$ cat src/tpag_pkg.sv
// Shared types, register indexes and helpers for the tensor permute address generator.
package tpag_pkg;

   localparam int NUM_DIMS     = 4;
   localparam int SIZE_BITS    = 13;
   localparam int PERM_BITS    = 8;
   localparam int CSR_IDX_BITS = 3;

   // Configuration register indexes.
   localparam logic [CSR_IDX_BITS-1:0] REG_SIZE_DIM0 = 3'd0;
   localparam logic [CSR_IDX_BITS-1:0] REG_SIZE_DIM1 = 3'd1;
   localparam logic [CSR_IDX_BITS-1:0] REG_SIZE_DIM2 = 3'd2;
   localparam logic [CSR_IDX_BITS-1:0] REG_SIZE_DIM3 = 3'd3;
   localparam logic [CSR_IDX_BITS-1:0] REG_PERM_CODE = 3'd4;

   localparam logic [SIZE_BITS-1:0] SIZE_RESET = 13'd1;
   localparam logic [PERM_BITS-1:0] PERM_RESET = 8'd228;

   typedef logic [NUM_DIMS-1:0][SIZE_BITS-1:0] size_array_type;

   // Control from the top level to the coordinate walker.
   typedef struct packed {
      logic restart;
      logic advance;
   } tpag_ctl_type;

   // Status from the stride setup unit.
   typedef struct packed {
      logic busy;
      logic error;
   } tpag_setup_type;

   // Clamps a configured extent into 1..max_dim.
   function automatic logic [31:0] clamp_extent(input logic [SIZE_BITS-1:0] size,
                                                input logic [31:0] max_dim);
      logic [31:0] wide;
      wide = {{(32-SIZE_BITS){1'b0}}, size};
      if (wide == 32'd0) begin
         return 32'd1;
      end else if (wide > max_dim) begin
         return max_dim;
      end
      return wide;
   endfunction

endpackage

$ cat src/tpag_setup.sv
// Stride setup unit: one multiply per cycle over the permuted dimensions.
module tpag_setup #(
   parameter int MAX_DIM   = 4096,
   parameter int ADDR_BITS = 24
) (
   input  logic                                              clock,
   input  logic                                              reset,
   input  logic                                              start,
   input  tpag_pkg::size_array_type                          sizes,
   input  logic [tpag_pkg::PERM_BITS-1:0]                    perm_code,
   output logic [tpag_pkg::NUM_DIMS-1:0][ADDR_BITS-1:0]      stride,
   output tpag_pkg::tpag_setup_type                          status
);
   import tpag_pkg::*;

   localparam int EXT_BITS = $clog2(MAX_DIM + 1);
   localparam int PW       = ADDR_BITS + 1 + EXT_BITS;
   localparam logic [PW-1:0] ADDR_SPAN = PW'(1) << ADDR_BITS;

   logic                                busy_ff, busy_in;
   logic [1:0]                          step_ff, step_in;
   logic [ADDR_BITS:0]                  post_ff, post_in;
   logic                                ovf_ff, ovf_in;
   logic                                err_ff, err_in;
   logic [NUM_DIMS-1:0][ADDR_BITS-1:0]  stride_ff, stride_in;

   logic                perm_ok;
   logic                range_err;
   logic [1:0]          src;
   logic [31:0]         ext_raw;
   logic [EXT_BITS-1:0] ext;
   logic [PW-1:0]       prod;

   always_comb begin
      perm_ok = 1'b1;
      for (int i = 0; i < NUM_DIMS; i++) begin
         for (int j = i + 1; j < NUM_DIMS; j++) begin
            if (perm_code[2*i +: 2] == perm_code[2*j +: 2]) begin
               perm_ok = 1'b0;
            end
         end
      end
      range_err = 1'b0;
      for (int d = 0; d < NUM_DIMS; d++) begin
         if (sizes[d] == '0 ||
             {{(32-SIZE_BITS){1'b0}}, sizes[d]} > 32'(MAX_DIM)) begin
            range_err = 1'b1;
         end
      end
   end

   // Output dimension step_ff names the source dimension handled this cycle.
   assign src     = perm_code[{step_ff, 1'b0} +: 2];
   assign ext_raw = clamp_extent(sizes[src], 32'(MAX_DIM));
   assign ext     = ext_raw[EXT_BITS-1:0];
   assign prod    = PW'(post_ff) * PW'(ext);

   always_comb begin
      busy_in   = busy_ff;
      step_in   = step_ff;
      post_in   = post_ff;
      ovf_in    = ovf_ff;
      err_in    = err_ff;
      stride_in = stride_ff;
      if (start) begin
         busy_in   = 1'b1;
         step_in   = 2'd3;
         post_in   = (ADDR_BITS + 1)'(1);
         ovf_in    = 1'b0;
         stride_in = '0;
      end else if (busy_ff) begin
         if (perm_ok) begin
            stride_in[src] = post_ff[ADDR_BITS-1:0];
         end
         post_in = prod[ADDR_BITS:0];
         // Any partial product beyond the address space means the whole tensor is.
         ovf_in  = ovf_ff | (prod > ADDR_SPAN);
         step_in = step_ff - 2'd1;
         if (step_ff == 2'd0) begin
            busy_in = 1'b0;
            err_in  = range_err | ~perm_ok | ovf_in;
         end
      end
   end

   always_ff @(posedge clock) begin
      if (reset) begin
         busy_ff   <= 1'b1;
         step_ff   <= 2'd3;
         post_ff   <= (ADDR_BITS + 1)'(1);
         ovf_ff    <= 1'b0;
         err_ff    <= 1'b0;
         stride_ff <= '0;
      end else begin
         busy_ff   <= busy_in;
         step_ff   <= step_in;
         post_ff   <= post_in;
         ovf_ff    <= ovf_in;
         err_ff    <= err_in;
         stride_ff <= stride_in;
      end
   end

   assign stride       = stride_ff;
   assign status.busy  = busy_ff;
   assign status.error = err_ff;

endmodule

$ cat src/tpag_walk.sv
// Mixed-radix coordinate counter with running per-dimension address offsets.
module tpag_walk #(
   parameter int MAX_DIM   = 4096,
   parameter int ADDR_BITS = 24
) (
   input  logic                                          clock,
   input  logic                                          reset,
   input  tpag_pkg::tpag_ctl_type                        ctl,
   input  tpag_pkg::size_array_type                      sizes,
   input  logic [tpag_pkg::NUM_DIMS-1:0][ADDR_BITS-1:0]  stride,
   input  logic                                          error,
   output logic [ADDR_BITS-1:0]                          address,
   output logic                                          last
);
   import tpag_pkg::*;

   localparam int CRD_BITS = $clog2(MAX_DIM);

   logic [NUM_DIMS-1:0][CRD_BITS-1:0]  coord_ff, coord_in;
   logic [NUM_DIMS-1:0][ADDR_BITS-1:0] offset_ff, offset_in;
   logic [NUM_DIMS-1:0][31:0]          ext_raw;
   logic [NUM_DIMS-1:0][CRD_BITS-1:0]  lim;
   logic [NUM_DIMS-1:0]                at_lim;
   logic [NUM_DIMS:0]                  carry;
   logic [ADDR_BITS-1:0]               sum;

   always_comb begin
      for (int d = 0; d < NUM_DIMS; d++) begin
         ext_raw[d] = clamp_extent(sizes[d], 32'(MAX_DIM));
         lim[d]     = CRD_BITS'(ext_raw[d] - 32'd1);
         at_lim[d]  = (coord_ff[d] == lim[d]);
      end
      // carry[d] is set when every dimension from d inward sits at its limit.
      carry[NUM_DIMS] = 1'b1;
      for (int d = NUM_DIMS - 1; d >= 0; d--) begin
         carry[d] = carry[d+1] & at_lim[d];
      end
      sum = '0;
      for (int d = 0; d < NUM_DIMS; d++) begin
         sum = sum + offset_ff[d];
      end
   end

   always_comb begin
      coord_in  = coord_ff;
      offset_in = offset_ff;
      if (ctl.restart) begin
         coord_in  = '0;
         offset_in = '0;
      end else if (ctl.advance) begin
         for (int d = 0; d < NUM_DIMS; d++) begin
            if (carry[d+1]) begin
               if (at_lim[d]) begin
                  coord_in[d]  = '0;
                  offset_in[d] = '0;
               end else begin
                  coord_in[d]  = coord_ff[d] + CRD_BITS'(1);
                  offset_in[d] = offset_ff[d] + stride[d];
               end
            end
         end
      end
   end

   always_ff @(posedge clock) begin
      if (reset) begin
         coord_ff  <= '0;
         offset_ff <= '0;
      end else begin
         coord_ff  <= coord_in;
         offset_ff <= offset_in;
      end
   end

   assign address = error ? '0 : sum;
   assign last    = carry[0];

endmodule

$ cat src/tensor_permute_address_gen.sv
// Top level of the tensor permute address generator: registers, handshakes and result stage.
//
//   channel | direction | handshake            | payload
//   req     | in        | req_valid/req_stall  | req_element_in
//   rsp     | out       | rsp_valid/rsp_stall  | rsp_dest_address, rsp_element_out,
//           |           |                      | rsp_last_element, rsp_config_error
//   csr     | in        | csr_valid/csr_ready  | csr_index, csr_data
//
// One item per cycle while req_stall is low; its result sits in the output register in the
// cycle after it is taken. After reset, and after each write to a known register, the stride
// setup unit does one multiply per dimension with req_stall high; the write also restarts
// the coordinate counter. req_stall is also high while a held result is stalled.
// Reset is synchronous and active high and loads sizes of 1 and the identity order.
module tensor_permute_address_gen #(
   parameter int MAX_DIM   = 4096,
   parameter int ADDR_BITS = 24,
   parameter int DATA_BITS = 32
) (
   input  logic                                 clock,
   input  logic                                 reset,
   input  logic                                 req_valid,
   output logic                                 req_stall,
   input  logic [DATA_BITS-1:0]                 req_element_in,
   output logic                                 rsp_valid,
   input  logic                                 rsp_stall,
   output logic [ADDR_BITS-1:0]                 rsp_dest_address,
   output logic [DATA_BITS-1:0]                 rsp_element_out,
   output logic                                 rsp_last_element,
   output logic                                 rsp_config_error,
   input  logic                                 csr_valid,
   output logic                                 csr_ready,
   input  logic [tpag_pkg::CSR_IDX_BITS-1:0]    csr_index,
   input  logic [tpag_pkg::SIZE_BITS-1:0]       csr_data
);
   import tpag_pkg::*;

   size_array_type         size_ff, size_in;
   logic [PERM_BITS-1:0]   perm_ff, perm_in;
   logic                   cfg_restart;

   logic                   rsp_valid_ff, rsp_valid_in;
   logic [ADDR_BITS-1:0]   addr_ff;
   logic [DATA_BITS-1:0]   data_ff;
   logic                   last_ff;
   logic                   err_ff;

   logic                                setup_start;
   logic [NUM_DIMS-1:0][ADDR_BITS-1:0]  stride;
   tpag_setup_type                      setup_status;
   tpag_ctl_type                        walk_ctl;
   logic [ADDR_BITS-1:0]                walk_addr;
   logic                                walk_last;
   logic                                req_take;

   assign csr_ready = 1'b1;

   always_comb begin
      size_in     = size_ff;
      perm_in     = perm_ff;
      cfg_restart = 1'b0;
      if (csr_valid && csr_ready) begin
         case (csr_index)
            REG_SIZE_DIM0: begin
               size_in[0]  = csr_data;
               cfg_restart = 1'b1;
            end
            REG_SIZE_DIM1: begin
               size_in[1]  = csr_data;
               cfg_restart = 1'b1;
            end
            REG_SIZE_DIM2: begin
               size_in[2]  = csr_data;
               cfg_restart = 1'b1;
            end
            REG_SIZE_DIM3: begin
               size_in[3]  = csr_data;
               cfg_restart = 1'b1;
            end
            REG_PERM_CODE: begin
               perm_in     = csr_data[PERM_BITS-1:0];
               cfg_restart = 1'b1;
            end
            default: begin
               cfg_restart = 1'b0;
            end
         endcase
      end
   end

   always_ff @(posedge clock) begin
      if (reset) begin
         size_ff <= {NUM_DIMS{SIZE_RESET}};
         perm_ff <= PERM_RESET;
      end else begin
         size_ff <= size_in;
         perm_ff <= perm_in;
      end
   end

   assign setup_start = cfg_restart;

   tpag_setup #(
      .MAX_DIM   (MAX_DIM),
      .ADDR_BITS (ADDR_BITS)
   ) u_setup (
      .clock     (clock),
      .reset     (reset),
      .start     (setup_start),
      .sizes     (size_ff),
      .perm_code (perm_ff),
      .stride    (stride),
      .status    (setup_status)
   );

   assign req_stall = setup_status.busy | cfg_restart | (rsp_valid_ff & rsp_stall);
   assign req_take  = req_valid & ~req_stall;

   assign walk_ctl.restart = cfg_restart;
   assign walk_ctl.advance = req_take;

   tpag_walk #(
      .MAX_DIM   (MAX_DIM),
      .ADDR_BITS (ADDR_BITS)
   ) u_walk (
      .clock   (clock),
      .reset   (reset),
      .ctl     (walk_ctl),
      .sizes   (size_ff),
      .stride  (stride),
      .error   (setup_status.error),
      .address (walk_addr),
      .last    (walk_last)
   );

   always_comb begin
      rsp_valid_in = rsp_valid_ff;
      if (req_take) begin
         rsp_valid_in = 1'b1;
      end else if (!rsp_stall) begin
         rsp_valid_in = 1'b0;
      end
   end

   always_ff @(posedge clock) begin
      if (reset) begin
         rsp_valid_ff <= 1'b0;
      end else begin
         rsp_valid_ff <= rsp_valid_in;
      end
   end

   always_ff @(posedge clock) begin
      if (req_take) begin
         addr_ff <= walk_addr;
         data_ff <= req_element_in;
         last_ff <= walk_last;
         err_ff  <= setup_status.error;
      end
   end

   assign rsp_valid        = rsp_valid_ff;
   assign rsp_dest_address = addr_ff;
   assign rsp_element_out  = data_ff;
   assign rsp_last_element = last_ff;
   assign rsp_config_error = err_ff;

endmodule

$ cat config.mk
export PLATFORM = sky130hd
export DESIGN_NAME = tensor_permute_address_gen
export DESIGN_NICKNAME = d
export VERILOG_FILES = /design/src/tpag_pkg.sv /design/src/tpag_setup.sv /design/src/tpag_walk.sv /design/src/tensor_permute_address_gen.sv
export SDC_FILE = /design/constraint.sdc
export NUM_CORES = 2
export LEC_CHECK = 0
export BUFFER_PORTS_ARGS = -buffer_cell sky130_fd_sc_hd__buf_2
export CAP_MARGIN = 20
export CORE_MARGIN = 4
export CORE_UTILIZATION = 55
export DETAILED_ROUTE_END_ITERATION = 12
export GPL_ROUTABILITY_DRIVEN = 0
export GPL_TIMING_DRIVEN = 0
export PLACE_DENSITY_LB_ADDON = 0.3
export SLEW_MARGIN = 30
export SYNTH_ARGS = -nofsm -noshare
export SYNTH_HDL_FRONTEND = slang
export SYNTH_SLANG_ARGS = --single-unit
export TNS_END_PERCENT = 5
$ cat constraint.sdc
create_clock -name clock -period 10.6 [get_ports clock]
set_input_delay 2.12 -clock clock [delete_from_list [all_inputs] [get_ports clock]]
set_output_delay 2.12 -clock clock [all_outputs]
set_load 0.03 [all_outputs]
After elaboration in Yosys (flattened, before gate mapping)

Index checks and enable logic that the tools add are counted.

Flip-flop bits (word level): 389
Latch bits: 0
Bits in writable memories: 0
ROM bits: 0
Bits of input ports: 53
Output and inout port bits: 61
Memories kept: 0

Add/sub/neg operators: 16
Multiply operators: 1
Div/mod/pow operators: 0
Magnitude comparators: 8
Equal/unequal tests: 15
Shift operators: 1
Muxes and demuxes: 54
Bitwise operators: 13
Reduce and logical (&&, ||, !) cells: 24

Operator list:

| cell                  | number |
|---|---|
| $mux 12               | 16 |
| $add 24x24->24        | 7 |
| $mux 24               | 5 |
| $bwmux 96             | 1 |
| $gt 13x13->1 const B  | 5 |
| $logic_not 13->1      | 5 |
| $mux 13               | 4 |
| $add 12x1->12 const B | 4 |
| $demux 24 s2          | 1 |
| $eq 12x12->1          | 4 |
| $sub 12x1->12 const B | 4 |
| $gt 38x25->1 const B  | 1 |
| $mul 25x13->38        | 1 |
| $bmux 13 s2           | 1 |
| $mux 1                | 26 |
| $reduce_and 2->1      | 9 |
| $eq 2x2->1            | 6 |
| $shiftx 8x4->2        | 1 |
| $eq 3x2->1 const B    | 2 |
| $and 1x1->1           | 5 |
| $or 1x1->1            | 5 |
| $reduce_or 5->1       | 1 |
| $logic_or 1x1->1      | 4 |
| $eq 3x1->1 const B    | 1 |
| 11 further kinds      | 13 |

Depth between registers and ports, before layout

Depth in word-level cells: 11
Gate-level depth with buffers: 34
Gate-level depth less buffers: 29

Hierarchy

Synthesis repeated with hierarchy kept, for this count alone.

Cells, all modules: 4046
Area total of the unflattened synthesis: 34675.8 µm²

Modules (own cells, without submodules):

| module                     | times used | cells each | area each (µm²) | sequential area each (µm²) |
|---|---|---|---|---|
| tpag_setup                 | 1          | 1944       | 16052.9         | 2522.4 |
| tpag_walk                  | 1          | 1810       | 14355.0         | 2882.8 |
| tensor_permute_address_gen | 1          | 292        | 4267.8          | 2962.8 |

Worst setup path after synthesis

OpenSTA, ideal clock, no wires.

Path type: register -> register
From: register u_setup.step_ff[0]
To: register u_setup.err_ff
Arrival time: 8066 ps
Path slack: 2419 ps
Cell stages (with the launch flop): 31
Buffers on the path: 5
Clock period less this slack: 8181 ps
Cell sequence: dfxtp_1 -> mux4_2 -> clkbuf_1 -> buf_1 -> nor2_1 -> a21oi_1 -> o21ai_1 -> clkbuf_1 -> nor2_1 -> clkbuf_1 -> and2_1 -> fa_1 -> inv_1 -> fa_1 -> inv_1 -> fa_1 -> fa_1 -> fa_1 -> ha_1 -> clkbuf_1 -> and3_1 -> and3_1 -> a211oi_1 -> a211oi_1 -> o21ai_0 -> a21oi_1 -> a211o_1 -> a211o_1 -> nand4b_1 -> or4_1 -> o21a_1

Longest elaborated chain between the ends: 11

Ends and longest elaborated chain:

| what                          | line             | RTL |
|---|---|---|
| start: declaration            | tpag_setup.sv:21 | `logic [1:0] step_ff, step_in;` |
| start signal: assignment      | tpag_setup.sv:96 | `step_ff <= step_in;` |
| $shiftx 8x4->2                | tpag_setup.sv:53 | `assign src = perm_code[{step_ff, 1'b0} +: 2];` |
| $bmux 13 s2                   | tpag_setup.sv:54 | `assign ext_raw = clamp_extent(sizes[src], 32'(MAX_DIM));` |
| $mux 13 (not written as such) | tpag_setup.sv:54 |  |
| $gt 13x13->1                  | tpag_pkg.sv:40   | `end else if (wide > max_dim) begin` |
| $mux 1                        | tpag_pkg.sv:40   |  |
| $mux 1                        | tpag_pkg.sv:38   | `if (wide == 32'd0) begin` |
| $mux 13                       | tpag_pkg.sv:43   | `return wide;` |
| $mul 25x13->38                | tpag_setup.sv:56 | `assign prod = PW'(post_ff) * PW'(ext);` |
| $gt 38x25->1                  | tpag_setup.sv:77 | `ovf_in = ovf_ff \| (prod > ADDR_SPAN);` |
| $or 1x1->1                    | tpag_setup.sv:77 |  |
| $or 1x1->1                    | tpag_setup.sv:81 | `err_in = range_err \| ~perm_ok \| ovf_in;` |
| end signal: assignment        | tpag_setup.sv:99 | `err_ff <= err_in;` |
| end: declaration              | tpag_setup.sv:24 | `logic err_ff, err_in;` |

Parallel ways exist; a longest one is shown, timed or not. The select of a mux whose other input is x is not followed.
A chain may end at the register's enable or synchronous reset.

Worst setup path after layout

Ends and elaborated chain as after synthesis.

==> flow_metrics.env <==
export IMPL_synth_area_leaders="dfxtp_1 (20%), fa_1 (18%), ha_1 (7.7%)"
export IMPL_track_usage=0.2944
export IMPL_tritoncts="built"
export IMPL_ant_nets=0
export IMPL_yosysTopAreaCell="dfxtp_1"
export IMPL_cp_slowest_cell="nor2_1"
export IMPL_clk_latency_ns=0.58
export IMPL_rows=90
export IMPL_ios=114
export IMPL_ys_warn_count=0
export IMPL_crit_arrival_ns=10.72
export IMPL_io_buffers=111
export IMPL_path_common_cell="fa_1"
export IMPL_crit_path_end="u_setup.err_ff$_SDFFE_PP0P_"
export IMPL_crit_type="reg -> reg"
export IMPL_post_dp_hpwl_um=75670
export IMPL_synth_top_area_share=0.1981
export IMPL_cts_hold_fix_buffers=0
export IMPL_core_um2=60250
export IMPL_seq_area_frac_synth=0.2501
export IMPL_wl_um=96750
export IMPL_crit_required_ns=11.08
export IMPL_rsz0062_at_grt="no"
export IMPL_fin_ws_ns=0.3572
export IMPL_drtPass1Iterations=7
export IMPL_wl_per_cell_um=19.69
export IMPL_start_util=0.5553
export IMPL_ir_drop_v=0.00009882
export IMPL_ctsResizeCount=0
export IMPL_grt_first_pass_wirelength_um=151500
export IMPL_drc=0
export IMPL_dpl_cell_area_um2=35030
export IMPL_dr_total_vias=29390
export IMPL_status="complete, no violations"
export IMPL_use_met2=0.4795
export IMPL_cts_setup_buffers=0
export IMPL_num_antenna_cells=0
export IMPL_ff_latch_area_um2=8368
export IMPL_clockBufferDepth=3
export IMPL_cp_max_fo=10
export IMPL_floorplan_die_area_um2=64840
export IMPL_p_leak_nw=16.48
export IMPL_cts_root_buf="clkbuf_16"
export IMPL_path_clk_slew_ns=0.07
export IMPL_drive_gt1_frac=0.06512
export IMPL_htreeDepth=2
export IMPL_crit_start="u_setup.step_ff[0]$_SDFFE_PP1P_"
export IMPL_synth_cells=3946
export IMPL_synth_seq_cells=389
export IMPL_cts_sinks=389
export IMPL_period_needed_ns=10.24
export IMPL_max_freq_mhz=97.63
export IMPL_p_per_area_nw_per_um2=99.27
export IMPL_die_y_um=254.6
export IMPL_fin_crit_sh=0.9663
export IMPL_met1_usage=0.3999
export IMPL_fill_cells=5213
export IMPL_area_delta_synth_final_pct=9.062
export IMPL_maxCapViolCount=0
export IMPL_critPathCaptureType="register"
export IMPL_grt_pass1_vias=27940
export IMPL_worst_path_largest_cell_delay_ns=0.62
export IMPL_utilization=0.6056
export IMPL_finalHoldViolCount=0
export IMPL_synth_main_ff_cell="dfxtp_1"
export IMPL_cts_buffers=40
export IMPL_ys_types=97
export IMPL_die_w_um=254.6
export IMPL_synth_avg_cell_area_um2=8.478
export IMPL_reg2reg_depth=30
export IMPL_worst_slew_pin_slew_ns=1.091
export IMPL_antenna_found_initial=1
export IMPL_dr_first_iter_drc_count=2689
export IMPL_rr_startpoint="u_setup.step_ff[0]$_SDFFE_PP1P_"
export IMPL_netlist_area_um2=33450
export IMPL_dp_slack_ns=0.2423
export IMPL_ys_async_sr_fraction=0
export IMPL_worstHoldPathType="reg -> reg"
export IMPL_fin_nets=4662
export IMPL_whs_ns=0.4619
export IMPL_met3_usage=0.04966
export IMPL_synth_edf_count=58
export IMPL_synth_nets=4509
export IMPL_slew_violations=0
export IMPL_max_slew_margin=0.2726
export IMPL_viasPerCell=5.982
export IMPL_rr_endpoint="u_setup.err_ff$_SDFFE_PP0P_"
export IMPL_finalSetupViolCount=0
export IMPL_grt_busiest_layer="met2"
export IMPL_fin_worst_skew_ns=0.02717
export IMPL_cp_start_kind="register"
export IMPL_design_area_um2=36490
export IMPL_fin_setup_tns_ns=0
export IMPL_multi_input_area_um2=22990
export IMPL_grt_ovfl_total=0
export IMPL_min_delay_start="u_setup.stride[2]$_SDFFE_PP0P_"
export IMPL_rrSetupSlack_ns=0.36
export IMPL_grt_max_degree=49
worst min path at each step:
stage                                 endpoint  slack [ns]  depth (start not counted)
3_3_place_gp   u_setup.stride[51]$_SDFFE_PP0P_        0.45                          2
6_report        u_setup.stride[2]$_SDFFE_PP0P_        0.46                          2
2_1_floorplan   u_setup.stride[0]$_SDFFE_PP0P_        0.44                          2
4_1_cts        u_setup.stride[93]$_SDFFE_PP0P_        0.46                          2
5_1_grt        u_setup.stride[31]$_SDFFE_PP0P_        0.48                          2
3_5_place_dp   u_setup.stride[93]$_SDFFE_PP0P_        0.45                          2
cell usage after synthesis, types with 35 or more instances:
master    instances
dfxtp_1         331
xor2_1          100
fa_1            303
and2_1          153
nor2_1          195
inv_1           323
mux2i_1          41
o21ai_0         118
nand2_1         682
and3_1           35
edfxtp_1         58
nand4_1          38
clkbuf_1        190
a22o_1           49
xnor2_1         115
nand3_1          87
a21oi_1         312
ha_1            207
a21o_1           51
nor2b_1          40
nor3_1           76
logic make-up (layout without fill, tap and decap cells):
group	count (synthesis)	count (layout)	synth area share
other cells	1	1	0.0001121
compound gates	754	754	0.1413
flops	389	389	0.2501
buf+inv	541	726	0.06403
fa+ha+maj	510	510	0.2587
mux	52	52	0.01732
xor+xnor	215	215	0.05629
simple gates	1484	1484	0.2121
where the power goes:
group          leakage, nW  internal [mW]  switching, mW  total, mW
sequential            3.20           1.51         0.0152       1.53
combinational         12.6          0.169          0.404      0.573
clock                0.691          0.885          0.638       1.52
total                 16.5           2.57           1.06       3.62
cell usage in the layout (no fill, tap or decap), types with 30 or more instances in the layout:
cell	synthesis	routed
edfxtp_1	58	58
nand3_1	87	87
a21oi_1	312	311
xnor2_1	115	115
o21ai_0	118	118
a31oi_1	30	30
or3_1	30	30
nor3_1	76	76
fa_1	303	303
dfxtp_1	331	331
ha_1	207	207
nor2b_1	40	35
nand2_1	682	682
nor2_1	195	193
buf_2	2	113
and2_1	153	153
nand4_1	38	38
xor2_1	100	100
clkbuf_1	190	186
mux2i_1	41	41
a22o_1	49	49
and3_1	35	35
a21o_1	51	51
clkbuf_16	0	41
inv_1	323	323
through the flow:
stage / instances / total power [mW]
floorplan: 3946 / 1.912
global placement: 4839 / 2.103
detailed placement: 4840 / 2.109
CTS: 4914 / 3.612
global route: 4913 / 3.732
finish: 4913 / 3.622
critical path, delay by kind of cell, from the launching register on:
family                   cells  cell delay, ns
adder cells (fa/ha/maj)      6            2.72
AND/OR/NAND/NOR              8            2.53
AO/OA/AOI/OAI                8            1.98
buffers and inverters        6            1.67
multiplexers                 1            0.52
flip-flops                   1            0.42
XOR/XNOR                     1            0.27
layer usage:
metal | part of all wire | wire length, um | up-vias
met1 | 0.41 | 39910 | 14180
met4 | 0.041 | 3932 | 2
met5 | 0.00013 | 13 | -
met2 | 0.45 | 44010 | 1350
met3 | 0.092 | 8896 | 259
li1 | - | - | 13600
sequential cells by signal, indices dropped and copies added, names as in the netlist:
register          count
u_walk.offset_ff     96
u_setup.step_ff       2
perm_ff               8
u_setup.busy_ff       1
rsp_element_out      32
rsp_config_error      1
u_setup.err_ff        1
u_setup.post_ff      25
rsp_dest_address     24
u_walk.coord_ff      48
u_setup.stride       96
rsp_last_element      1
rsp_valid             1
size_ff              52
u_setup.ovf_ff        1
final cells by class:
| type | instances | share of cell area |
|---|---|---|
| Buffer | 214 | 0.02538 |
| Inverter | 326 | 0.03354 |
| Multi-Input combinational cell | 3016 | 0.6301 |
| Sequential cell | 389 | 0.2293 |
| Clock buffer | 52 | 0.03100 |
| Clock inverter | 22 | 0.007853 |
| Tap cell | 782 | 0.02682 |
| Timing Repair Buffer | 112 | 0.01598 |
Power figures use the tool's default switching activity.
